===== config.mk =====
export PLATFORM = sky130hd
export DESIGN_NAME = jitter_entropy_fnv_collector_flat
export DESIGN_NICKNAME = d
export VERILOG_FILES = /design/src/design/jefc_pkg.sv /design/src/design/jefc_req_if.sv /design/src/design/jefc_rsp_if.sv /design/src/design/jitter_entropy_fnv_collector.sv /design/src/design/jefc_front.sv /design/src/design/jefc_back.sv /design/src/flat_wrapper.sv
export SDC_FILE = /design/constraint.sdc
export NUM_CORES = 2
export LEC_CHECK = 0
export BUFFER_PORTS_ARGS = -buffer_cell sky130_fd_sc_hd__buf_2
export CAP_MARGIN = 10
export CORE_MARGIN = 3
export CORE_UTILIZATION = 57
export DETAILED_ROUTE_END_ITERATION = 6
export PLACE_DENSITY_LB_ADDON = 0.08
export SYNTH_ARGS = -nofsm -noshare
export SYNTH_HDL_FRONTEND = slang
export SYNTH_SLANG_ARGS = --single-unit

===== constraint.sdc =====
create_clock -name clock -period 8.55 [get_ports clock]
set_input_delay 0.855 -clock clock [delete_from_list [all_inputs] [get_ports clock]]
set_output_delay 0.855 -clock clock [all_outputs]
set_load 0.02 [all_outputs]

===== src/design/jefc_pkg.sv =====
// Package for the jitter entropy FNV collector: opcodes, command kinds, run phases,
// the queue entry type and the FNV-1a fold function.
// Depends on nothing; the top level, the front end and the back end import it.
package jefc_pkg;

   localparam int unsigned SAMPLE_RUNS_DEF = 32;
   localparam int unsigned QUEUE_DEPTH     = 2;

   localparam logic [31:0] FNV_BASIS = 32'h811C_9DC5;
   localparam logic [31:0] FNV_PRIME = 32'h0100_0193;

   localparam logic [31:0] PRIME_TIMEOUT_RESET = 32'd5000000;
   localparam logic [31:0] EDGE_TIMEOUT_RESET  = 32'd200000;

   // Request opcodes as they arrive on the input channel.
   localparam logic [1:0] OP_RESTART = 2'd0;
   localparam logic [1:0] OP_ABSORB  = 2'd1;
   localparam logic [1:0] OP_START   = 2'd2;
   localparam logic [1:0] OP_TICK    = 2'd3;

   // Register indexes of the configuration port.
   localparam logic REG_PRIME_TIMEOUT = 1'b0;
   localparam logic REG_EDGE_TIMEOUT  = 1'b1;

   typedef enum logic [1:0] {
      CMD_RESTART,
      CMD_ABSORB,
      CMD_START,
      CMD_TICK
   } cmd_kind_type;

   typedef enum logic [1:0] {
      PH_IDLE,
      PH_PRIME,
      PH_SAMPLE,
      PH_DONE
   } run_phase_type;

   typedef struct packed {
      cmd_kind_type kind;
      logic [7:0]   data_byte;
      logic [31:0]  lsi_count;
      logic [31:0]  tick_count;
   } queue_entry_type;

   // Queue head as seen by the back end.
   typedef struct packed {
      logic            valid;
      queue_entry_type entry;
   } queue_head_type;

   // One FNV-1a step: xor the byte in, then multiply by the FNV prime modulo 2^32.
   function automatic logic [31:0] fnv_fold(input logic [31:0] h, input logic [7:0] b);
      logic [31:0] x;
      x = h ^ {24'd0, b};
      return x * FNV_PRIME;
   endfunction

endpackage


===== src/design/jefc_req_if.sv =====
// Request channel of the jitter entropy collector: valid/ready plus the request fields.
// Stands alone; the top level and the front end use its sink modport.
interface jefc_req_if;
   logic        valid;
   logic        ready;
   logic [1:0]  op;
   logic [7:0]  data_byte;
   logic [31:0] lsi_count;
   logic [31:0] tick_count;

   modport source (output valid, output op, output data_byte, output lsi_count,
                   output tick_count, input ready);
   modport sink   (input valid, input op, input data_byte, input lsi_count,
                   input tick_count, output ready);
endinterface


===== src/design/jefc_rsp_if.sv =====
// Response channel of the jitter entropy collector: valid/ready plus the result fields.
// Stands alone; the top level and the back end use its modports.
interface jefc_rsp_if;
   logic        valid;
   logic        ready;
   logic [31:0] entropy_word;
   logic [1:0]  run_phase;
   logic [5:0]  samples_folded;
   logic        clock_dead;

   modport source (output valid, output entropy_word, output run_phase,
                   output samples_folded, output clock_dead, input ready);
   modport sink   (input valid, input entropy_word, input run_phase,
                   input samples_folded, input clock_dead, output ready);
endinterface


===== src/design/jitter_entropy_fnv_collector.sv =====
// Top level of the clock-jitter entropy collector built on a 32-bit FNV-1a word.
// Depends on jefc_pkg, jefc_req_if, jefc_rsp_if, jefc_front and jefc_back.
//
// Requests arrive on req_bus (valid/ready). Each request carries an opcode:
// restart loads the FNV offset basis, absorb folds one memory byte, start begins
// a jitter run, and tick presents the fast tick counter with the slow oscillator
// counter. Every request yields exactly one response on rsp_bus with the hash word,
// the run phase, the samples folded so far and the dead-clock flag.
//
// A request lands in a two-entry queue on the accepting edge; the back end takes it
// from the queue head and registers the response in the response register. The back
// end gives one response per cycle while rsp ready stays high; a tick that sees a
// slow-clock edge while sampling folds two bytes in turn, the delta byte and then
// the tick byte, and holds the queue head until the second fold is done.
//
// Reset (synchronous, active high) restores the basis, the idle phase, the default
// timeouts and an empty queue; nothing needs a clearing pass. When the receiver
// holds rsp ready low, the response register keeps its value, the queue fills and
// req ready drops once both entries are taken.
//
// The APB port writes the prime timeout at address 0 and the edge timeout at 4.
module jitter_entropy_fnv_collector #(
   parameter int unsigned SAMPLE_RUNS = jefc_pkg::SAMPLE_RUNS_DEF
) (
   input  logic        clock,
   input  logic        reset,
   jefc_req_if.sink    req_bus,
   jefc_rsp_if.source  rsp_bus,
   input  logic        psel,
   input  logic        penable,
   input  logic        pwrite,
   input  logic [2:0]  paddr,
   input  logic [31:0] pwdata,
   output logic [31:0] prdata,
   output logic        pready
);
   import jefc_pkg::*;

   logic [31:0]    prime_timeout_ff;
   logic [31:0]    edge_timeout_ff;
   logic           csr_write;
   logic           reg_index;
   queue_head_type head;
   logic           pop;

   // Registers sit at 4-byte strides; bit 2 of the address picks the register.
   assign pready    = 1'b1;
   assign reg_index = paddr[2];
   assign csr_write = psel && penable && pwrite && pready;

   always_ff @(posedge clock) begin
      if (reset) begin
         prime_timeout_ff <= PRIME_TIMEOUT_RESET;
         edge_timeout_ff  <= EDGE_TIMEOUT_RESET;
      end else if (csr_write) begin
         case (reg_index)
            REG_PRIME_TIMEOUT: prime_timeout_ff <= pwdata;
            REG_EDGE_TIMEOUT:  edge_timeout_ff  <= pwdata;
            default: begin
            end
         endcase
      end
   end

   always_comb begin
      case (reg_index)
         REG_PRIME_TIMEOUT: prdata = prime_timeout_ff;
         REG_EDGE_TIMEOUT:  prdata = edge_timeout_ff;
         default:           prdata = '0;
      endcase
   end

   // The front end classifies and queues requests; the back end executes them.
   jefc_front u_front (
      .clock (clock),
      .reset (reset),
      .req   (req_bus),
      .pop   (pop),
      .head  (head)
   );

   jefc_back #(
      .SAMPLE_RUNS (SAMPLE_RUNS)
   ) u_back (
      .clock         (clock),
      .reset         (reset),
      .head          (head),
      .pop           (pop),
      .prime_timeout (prime_timeout_ff),
      .edge_timeout  (edge_timeout_ff),
      .rsp           (rsp_bus)
   );

endmodule


===== src/design/jefc_front.sv =====
// Front end: accepts requests, classifies the opcode and holds them in a short queue.
// Depends on jefc_pkg and jefc_req_if.
module jefc_front (
   input  logic                     clock,
   input  logic                     reset,
   jefc_req_if.sink                 req,
   input  logic                     pop,
   output jefc_pkg::queue_head_type head
);
   import jefc_pkg::*;

   localparam int unsigned PTR_W = (QUEUE_DEPTH > 1) ? $clog2(QUEUE_DEPTH) : 1;
   localparam int unsigned CNT_W = $clog2(QUEUE_DEPTH + 1);
   localparam logic [PTR_W-1:0] LAST_PTR = PTR_W'(QUEUE_DEPTH - 1);
   localparam logic [CNT_W-1:0] FULL_CNT = CNT_W'(QUEUE_DEPTH);

   queue_entry_type  slots_ff [QUEUE_DEPTH];
   logic [PTR_W-1:0] wr_ptr_ff, wr_ptr_in;
   logic [PTR_W-1:0] rd_ptr_ff, rd_ptr_in;
   logic [CNT_W-1:0] count_ff, count_in;
   queue_entry_type  incoming;
   logic             push;

   always_comb begin
      case (req.op)
         OP_RESTART: incoming.kind = CMD_RESTART;
         OP_ABSORB:  incoming.kind = CMD_ABSORB;
         OP_START:   incoming.kind = CMD_START;
         OP_TICK:    incoming.kind = CMD_TICK;
         default:    incoming.kind = CMD_TICK;
      endcase
      incoming.data_byte  = req.data_byte;
      incoming.lsi_count  = req.lsi_count;
      incoming.tick_count = req.tick_count;
   end

   assign req.ready = (count_ff != FULL_CNT);
   assign push      = req.valid && req.ready;

   always_comb begin
      wr_ptr_in = wr_ptr_ff;
      rd_ptr_in = rd_ptr_ff;
      count_in  = count_ff;
      if (push) begin
         wr_ptr_in = (wr_ptr_ff == LAST_PTR) ? '0 : PTR_W'(wr_ptr_ff + 1'b1);
      end
      if (pop) begin
         rd_ptr_in = (rd_ptr_ff == LAST_PTR) ? '0 : PTR_W'(rd_ptr_ff + 1'b1);
      end
      if (push && !pop) begin
         count_in = CNT_W'(count_ff + 1'b1);
      end else if (pop && !push) begin
         count_in = CNT_W'(count_ff - 1'b1);
      end
   end

   always_ff @(posedge clock) begin
      if (reset) begin
         wr_ptr_ff <= '0;
         rd_ptr_ff <= '0;
         count_ff  <= '0;
      end else begin
         wr_ptr_ff <= wr_ptr_in;
         rd_ptr_ff <= rd_ptr_in;
         count_ff  <= count_in;
      end
   end

   always_ff @(posedge clock) begin
      if (push) begin
         slots_ff[wr_ptr_ff] <= incoming;
      end
   end

   assign head.valid = (count_ff != '0);
   assign head.entry = slots_ff[rd_ptr_ff];

endmodule


===== src/design/jefc_back.sv =====
// Back end: runs the jitter sequencer, folds bytes into the FNV word and registers results.
// Depends on jefc_pkg and jefc_rsp_if; takes requests from the front-end queue.
module jefc_back #(
   parameter int unsigned SAMPLE_RUNS = jefc_pkg::SAMPLE_RUNS_DEF
) (
   input  logic                     clock,
   input  logic                     reset,
   input  jefc_pkg::queue_head_type head,
   output logic                     pop,
   input  logic [31:0]              prime_timeout,
   input  logic [31:0]              edge_timeout,
   jefc_rsp_if.source               rsp
);
   import jefc_pkg::*;

   localparam logic [5:0] RUNS_LIMIT = 6'(SAMPLE_RUNS);

   typedef enum logic {
      ST_EXEC,
      ST_FOLD2
   } seq_state_type;

   seq_state_type state_ff, state_in;
   logic [31:0]   hash_ff, hash_in;
   run_phase_type phase_ff, phase_in;
   logic [31:0]   slow_ref_ff, slow_ref_in;
   logic [31:0]   wait_start_ff, wait_start_in;
   logic [31:0]   prev_edge_ff, prev_edge_in;
   logic [5:0]    count_ff, count_in;
   logic          dead_ff, dead_in;
   logic          rsp_valid_ff;
   logic [31:0]   rsp_word_ff;
   logic [1:0]    rsp_phase_ff;
   logic [5:0]    rsp_count_ff;
   logic          rsp_dead_ff;

   logic          emit;
   logic          out_free;
   logic          changed;
   logic [31:0]   delta;
   logic [31:0]   elapsed;

   assign out_free = !rsp_valid_ff || rsp.ready;
   assign changed  = (head.entry.lsi_count != slow_ref_ff);
   assign delta    = head.entry.tick_count - prev_edge_ff;
   assign elapsed  = head.entry.tick_count - wait_start_ff;

   always_comb begin
      state_in      = state_ff;
      hash_in       = hash_ff;
      phase_in      = phase_ff;
      slow_ref_in   = slow_ref_ff;
      wait_start_in = wait_start_ff;
      prev_edge_in  = prev_edge_ff;
      count_in      = count_ff;
      dead_in       = dead_ff;
      pop           = 1'b0;
      emit          = 1'b0;
      case (state_ff)
         ST_EXEC: begin
            if (head.valid && out_free) begin
               pop  = 1'b1;
               emit = 1'b1;
               case (head.entry.kind)
                  CMD_RESTART: begin
                     hash_in = FNV_BASIS;
                  end
                  CMD_ABSORB: begin
                     hash_in = fnv_fold(hash_ff, head.entry.data_byte);
                  end
                  CMD_START: begin
                     slow_ref_in   = head.entry.lsi_count;
                     wait_start_in = head.entry.tick_count;
                     count_in      = '0;
                     dead_in       = 1'b0;
                     phase_in      = PH_PRIME;
                  end
                  CMD_TICK: begin
                     case (phase_ff)
                        PH_PRIME: begin
                           if (changed) begin
                              prev_edge_in  = head.entry.tick_count;
                              slow_ref_in   = head.entry.lsi_count;
                              wait_start_in = head.entry.tick_count;
                              phase_in      = PH_SAMPLE;
                           end else if (elapsed >= prime_timeout) begin
                              dead_in  = 1'b1;
                              phase_in = PH_DONE;
                           end
                        end
                        PH_SAMPLE: begin
                           if (changed) begin
                              // First of two folds; the tick byte follows next cycle.
                              hash_in       = fnv_fold(hash_ff, delta[7:0]);
                              prev_edge_in  = head.entry.tick_count;
                              slow_ref_in   = head.entry.lsi_count;
                              wait_start_in = head.entry.tick_count;
                              count_in      = 6'(count_ff + 6'd1);
                              if (count_in >= RUNS_LIMIT) begin
                                 phase_in = PH_DONE;
                              end
                              state_in = ST_FOLD2;
                              pop      = 1'b0;
                              emit     = 1'b0;
                           end else if (elapsed >= edge_timeout) begin
                              dead_in  = 1'b1;
                              phase_in = PH_DONE;
                           end
                        end
                        default: begin
                        end
                     endcase
                  end
                  default: begin
                  end
               endcase
            end
         end
         ST_FOLD2: begin
            if (out_free) begin
               hash_in  = fnv_fold(hash_ff, head.entry.tick_count[7:0]);
               pop      = 1'b1;
               emit     = 1'b1;
               state_in = ST_EXEC;
            end
         end
         default: begin
            state_in = ST_EXEC;
         end
      endcase
   end

   always_ff @(posedge clock) begin
      if (reset) begin
         state_ff      <= ST_EXEC;
         hash_ff       <= FNV_BASIS;
         phase_ff      <= PH_IDLE;
         slow_ref_ff   <= '0;
         wait_start_ff <= '0;
         prev_edge_ff  <= '0;
         count_ff      <= '0;
         dead_ff       <= 1'b0;
         rsp_valid_ff  <= 1'b0;
      end else begin
         state_ff      <= state_in;
         hash_ff       <= hash_in;
         phase_ff      <= phase_in;
         slow_ref_ff   <= slow_ref_in;
         wait_start_ff <= wait_start_in;
         prev_edge_ff  <= prev_edge_in;
         count_ff      <= count_in;
         dead_ff       <= dead_in;
         if (emit) begin
            rsp_valid_ff <= 1'b1;
         end else if (rsp.ready) begin
            rsp_valid_ff <= 1'b0;
         end
      end
      if (emit) begin
         rsp_word_ff  <= hash_in;
         rsp_phase_ff <= phase_in;
         rsp_count_ff <= count_in;
         rsp_dead_ff  <= dead_in;
      end
   end

   assign rsp.valid          = rsp_valid_ff;
   assign rsp.entropy_word   = rsp_word_ff;
   assign rsp.run_phase      = rsp_phase_ff;
   assign rsp.samples_folded = rsp_count_ff;
   assign rsp.clock_dead     = rsp_dead_ff;

   // The second fold always finds the output register free and completes at once.
   a_fold2_completes: assert property (@(posedge clock) disable iff (reset)
      state_ff == ST_FOLD2 |=> rsp_valid_ff && state_ff == ST_EXEC)
      else $error("second fold did not complete in one cycle");

   a_dead_means_done: assert property (@(posedge clock) disable iff (reset)
      dead_ff |-> phase_ff == PH_DONE)
      else $error("dead flag set outside the finished phase");

   a_count_bounded: assert property (@(posedge clock) disable iff (reset)
      count_ff <= RUNS_LIMIT && (phase_ff != PH_PRIME || count_ff == '0))
      else $error("sample count out of range for the run phase");

endmodule

===== src/flat_wrapper.sv =====
// flat-port wrapper written by rule: the top's interface ports become plain ports
module jitter_entropy_fnv_collector_flat import jefc_pkg::*;
#(
   parameter int unsigned SAMPLE_RUNS = jefc_pkg::SAMPLE_RUNS_DEF
)
  (clock, reset, psel, penable, pwrite, paddr, pwdata, prdata, pready, req_bus_valid, req_bus_op, req_bus_data_byte, req_bus_lsi_count, req_bus_tick_count, req_bus_ready, rsp_bus_valid, rsp_bus_entropy_word, rsp_bus_run_phase, rsp_bus_samples_folded, rsp_bus_clock_dead, rsp_bus_ready);
  jefc_req_if req_bus_i ();
  jefc_rsp_if rsp_bus_i ();
  input  logic clock;
  input  logic reset;
  input  logic psel;
  input  logic penable;
  input  logic pwrite;
  input  logic [2:0] paddr;
  input  logic [31:0] pwdata;
  output logic [31:0] prdata;
  output logic pready;
  input wire logic [$bits(req_bus_i.valid)-1:0] req_bus_valid;
  input wire logic [$bits(req_bus_i.op)-1:0] req_bus_op;
  input wire logic [$bits(req_bus_i.data_byte)-1:0] req_bus_data_byte;
  input wire logic [$bits(req_bus_i.lsi_count)-1:0] req_bus_lsi_count;
  input wire logic [$bits(req_bus_i.tick_count)-1:0] req_bus_tick_count;
  output wire logic [$bits(req_bus_i.ready)-1:0] req_bus_ready;
  output wire logic [$bits(rsp_bus_i.valid)-1:0] rsp_bus_valid;
  output wire logic [$bits(rsp_bus_i.entropy_word)-1:0] rsp_bus_entropy_word;
  output wire logic [$bits(rsp_bus_i.run_phase)-1:0] rsp_bus_run_phase;
  output wire logic [$bits(rsp_bus_i.samples_folded)-1:0] rsp_bus_samples_folded;
  output wire logic [$bits(rsp_bus_i.clock_dead)-1:0] rsp_bus_clock_dead;
  input wire logic [$bits(rsp_bus_i.ready)-1:0] rsp_bus_ready;
  assign req_bus_i.valid = req_bus_valid;
  assign req_bus_i.op = req_bus_op;
  assign req_bus_i.data_byte = req_bus_data_byte;
  assign req_bus_i.lsi_count = req_bus_lsi_count;
  assign req_bus_i.tick_count = req_bus_tick_count;
  assign req_bus_ready = req_bus_i.ready;
  assign rsp_bus_valid = rsp_bus_i.valid;
  assign rsp_bus_entropy_word = rsp_bus_i.entropy_word;
  assign rsp_bus_run_phase = rsp_bus_i.run_phase;
  assign rsp_bus_samples_folded = rsp_bus_i.samples_folded;
  assign rsp_bus_clock_dead = rsp_bus_i.clock_dead;
  assign rsp_bus_i.ready = rsp_bus_ready;
  jitter_entropy_fnv_collector #(.SAMPLE_RUNS(SAMPLE_RUNS)) u_core (.clock(clock), .reset(reset), .req_bus(req_bus_i), .rsp_bus(rsp_bus_i), .psel(psel), .penable(penable), .pwrite(pwrite), .paddr(paddr), .pwdata(pwdata), .prdata(prdata), .pready(pready));
endmodule

==> summary.txt <==
Setup path
  • Crit path launch type: flip-flop
  • Setup Crit Path Kind: reg -> reg
  • Critical path's largest stage delay: 0.79 ns
  • CP most frequent cell: inv_1
  • Crit path max fanout: 20
  • CP endpoint kind: flip-flop
  • Critical path's slowest cell: nor4_1
  • CP Data Required Time: 8.89 ns
  • CP arrival: 8.38 ns

Drt
  • Drt total wl: 93700 um
  • First-pass DRT Iterations: 6
  • # DRC: 0
  • Met1 Wirelength: 38200 um
  • Met2 wire len: 45600 um
  • Vias per cell: 5.74
  • Mean routed wirelength per cell: 21.4 um
  • DR top layer: met5
  • Met3 wire length: 5240 um
  • Routed Antenna Nets: 0
  • DR iter-0 viols: 1488
  • Routed via count: 25100

Global routing
  • Number of global-route vias before repair: 25500
  • Initial antenna violation count: 5
  • Tot GR Track Use: 31.8%
  • Grt total ovfl: 0
  • Largest net degree at the start of global routing: 89
  • First-pass GRT wire length: 145000 um

Logic synthesis
  • Synth warn: 0
  • Cell taking the most area after synthesis: ha_1
  • Top post-synthesis cells by area: ha_1, edfxtp_1, dfxtp_1
  • Post-synthesis cell type count: 79
  • Post-synthesis cell area: 31900 um^2
  • Cell with the most instances after synthesis: inv_1
  • Share of the synthesized area in the top cell type: 19.4%
  • Most used DFF post-synth: edfxtp_1
  • Syn Nets: 4173
  • Sequential area share after synthesis: 29.3%
  • Synth cell count leaders: inv_1, ha_1, nand2_1
  • Post-synth ARST share: 0%
  • Post-synth EDFFs: 189
  • #FFs+latches synth: 373
  • Synth Area per Inst: 9.40 um^2
  • Post-synthesis cell count: 3392

Die
  • Die H: 243 um
  • Core Area: 55200 um^2
  • IO Count: 192
  • Die W: 243 um
  • Starting Density: 57.8%
  • Die area: 58800 um^2
  • FP Rows: 86

Clock tree
  • Count of hold-fix buffers inserted at cts: 0
  • CTS Buffer Depth: 3
  • Reg clk slew, reported paths: 0.06 ns
  • CTS Buf Count: 42
  • Total clock sinks: 373
  • Post-CTS Resized: 0
  • Post-CTS setup buffers: 0
  • Root Driver: clkbuf_16
  • CTS tree: done
  • Htree depth: 2
  • Clk Latency, worst-skew pair: 0.61 ns

STA
  • Final worst path period share: 94.1%
  • Final hold vios: 0
  • Max_slew headroom: 17.1%
  • Setup Skew: 0.0282 ns
  • Final min period: 8.05 ns
  • Final setup fails: 0
  • Tightest Pin Transition: 1.23 ns
  • Unrepaired setup endpoints after global routing: no
  • TNS Setup: 0 ns
  • Peak Freq: 124 MHz
  • Final Max Tran Viols: 0

Placement
  • Port Buffers: 188
  • Routability congestion estimate from global placement: 0.960
  • Hpwl dp: 73700 um

Cells and area
  • Synth-to-Final Area Change: 10.9%
  • Layout cell share with drive strength beyond 1: 10.9%
  • Fin nets: 4377
  • Fill count: 4660

Min path
  • Hold WC Path Type: in -> reg
  • Hold Startpoint: req_bus_lsi_count[5]

Job
  • Max Cap Viol: 0

Status
  • Status: finished, final reports clean
[cell type report]
| type | count | area, um^2 | area share, % |
|---|---|---|---|
| Antenna cell | 1 | 2.50 | 0.00707 |
| Clock buffer | 52 | 1100 | 3.10 |
| Clock inverter | 26 | 369 | 1.04 |
| Inverter | 589 | 2210 | 6.25 |
| Multi-Input combinational cell | 2327 | 19900 | 56.2 |
| Sequential cell | 373 | 9360 | 26.5 |
| Tap cell | 748 | 936 | 2.64 |
| Timing Repair Buffer | 263 | 1520 | 4.29 |
[placed cells by master (no fill, tap or decap), drive strengths merged, types with 24 or more instances in the layout]
cell / n
buf: 263
ha: 495
nor2: 194
mux2: 29
xnor2: 135
o211ai: 39
edfxtp: 189
clkbuf: 52
o21ai: 135
mux2i: 81
and2: 25
a211oi: 78
fa: 170
nor3: 32
a21o: 45
nand2: 270
dfxtp: 184
nand3: 38
inv: 590
a21oi: 189
nand4: 24
xor2: 44
[path summary, 6_finish.rpt]
| kind | end | slack [ns] | cells after the start |
|---|---|---|---|
| setup reg to reg | u_core.u_back.rsp.entropy_word[30]$_DFFE_PP_ | 0.50 | 30 |
| setup / recovery | u_core.u_back.rsp.entropy_word[30]$_DFFE_PP_ | 0.50 | 30 |
| hold / removal | u_core.u_front.slots_ff[1][37]$_DFFE_PP_ | 0.43 | 1 |
| hold reg to reg | u_core.prime_timeout_ff[7]$_SDFFE_PP0P_ | 0.45 | 2 |
[worst max-delay path: cells and delay by family, from the launching register on]
kind	cells	cell delay, ns
compound gates	3	0.95
xor+xnor	2	0.29
fa+ha+maj	8	2.76
buf+inv	11	1.52
flops	1	0.48
mux	1	0.22
simple gates	5	1.53
[state kept, by name, summed over array words and instances (netlist names), 6 cells and up, named ones only]
name                              count
u_core.u_front.slots_ff             148
u_core.u_back.count_ff                6
u_core.u_back.prev_edge_ff            8
u_core.u_back.rsp.entropy_word       32
u_core.edge_timeout_ff               32
u_core.prime_timeout_ff              32
u_core.u_back.hash_ff                32
u_core.u_back.slow_ref_ff            32
u_core.u_back.wait_start_ff          32
u_core.u_back.rsp.samples_folded      6
[metal layers]
metal | track usage [%] | vias to the layer above
met5 | 0 | -
met4 | 13.9 | 8
li1 | - | 12000
met3 | 5.32 | 206
met2 | 55.3 | 743
met1 | 38.9 | 12100
[per-stage QoR]
stage	util (%)	hold WS (ns)	setup WS (ns)	instance area, um^2	cells
global route	64.1	0.402	0.0990	35400	4378
detailed placement	61.4	0.446	0.636	33900	4299
CTS	64.1	0.394	0.596	35400	4377
finish	64.1	0.433	0.503	35400	4379
floorplan	-	0.436	0.204	31900	3392
global placement	61.4	0.442	0.683	33900	4298
[cell families (layout without fill, tap and decap cells)]
kind of cell	count (synthesis)	after routing	share of synthesized area (%)
fa+ha+maj	665	665	30.1
xor+xnor	179	179	4.92
compound gates	678	678	13.8
flops	373	373	29.3
simple gates	694	694	9.87
mux	110	110	3.57
buf+inv	692	930	8.42
other cells	1	2	0.0118
Power is left out: the tool's default activity adds up to more than one toggle a clock period on the data nets, which glitch-free logic cannot reach.
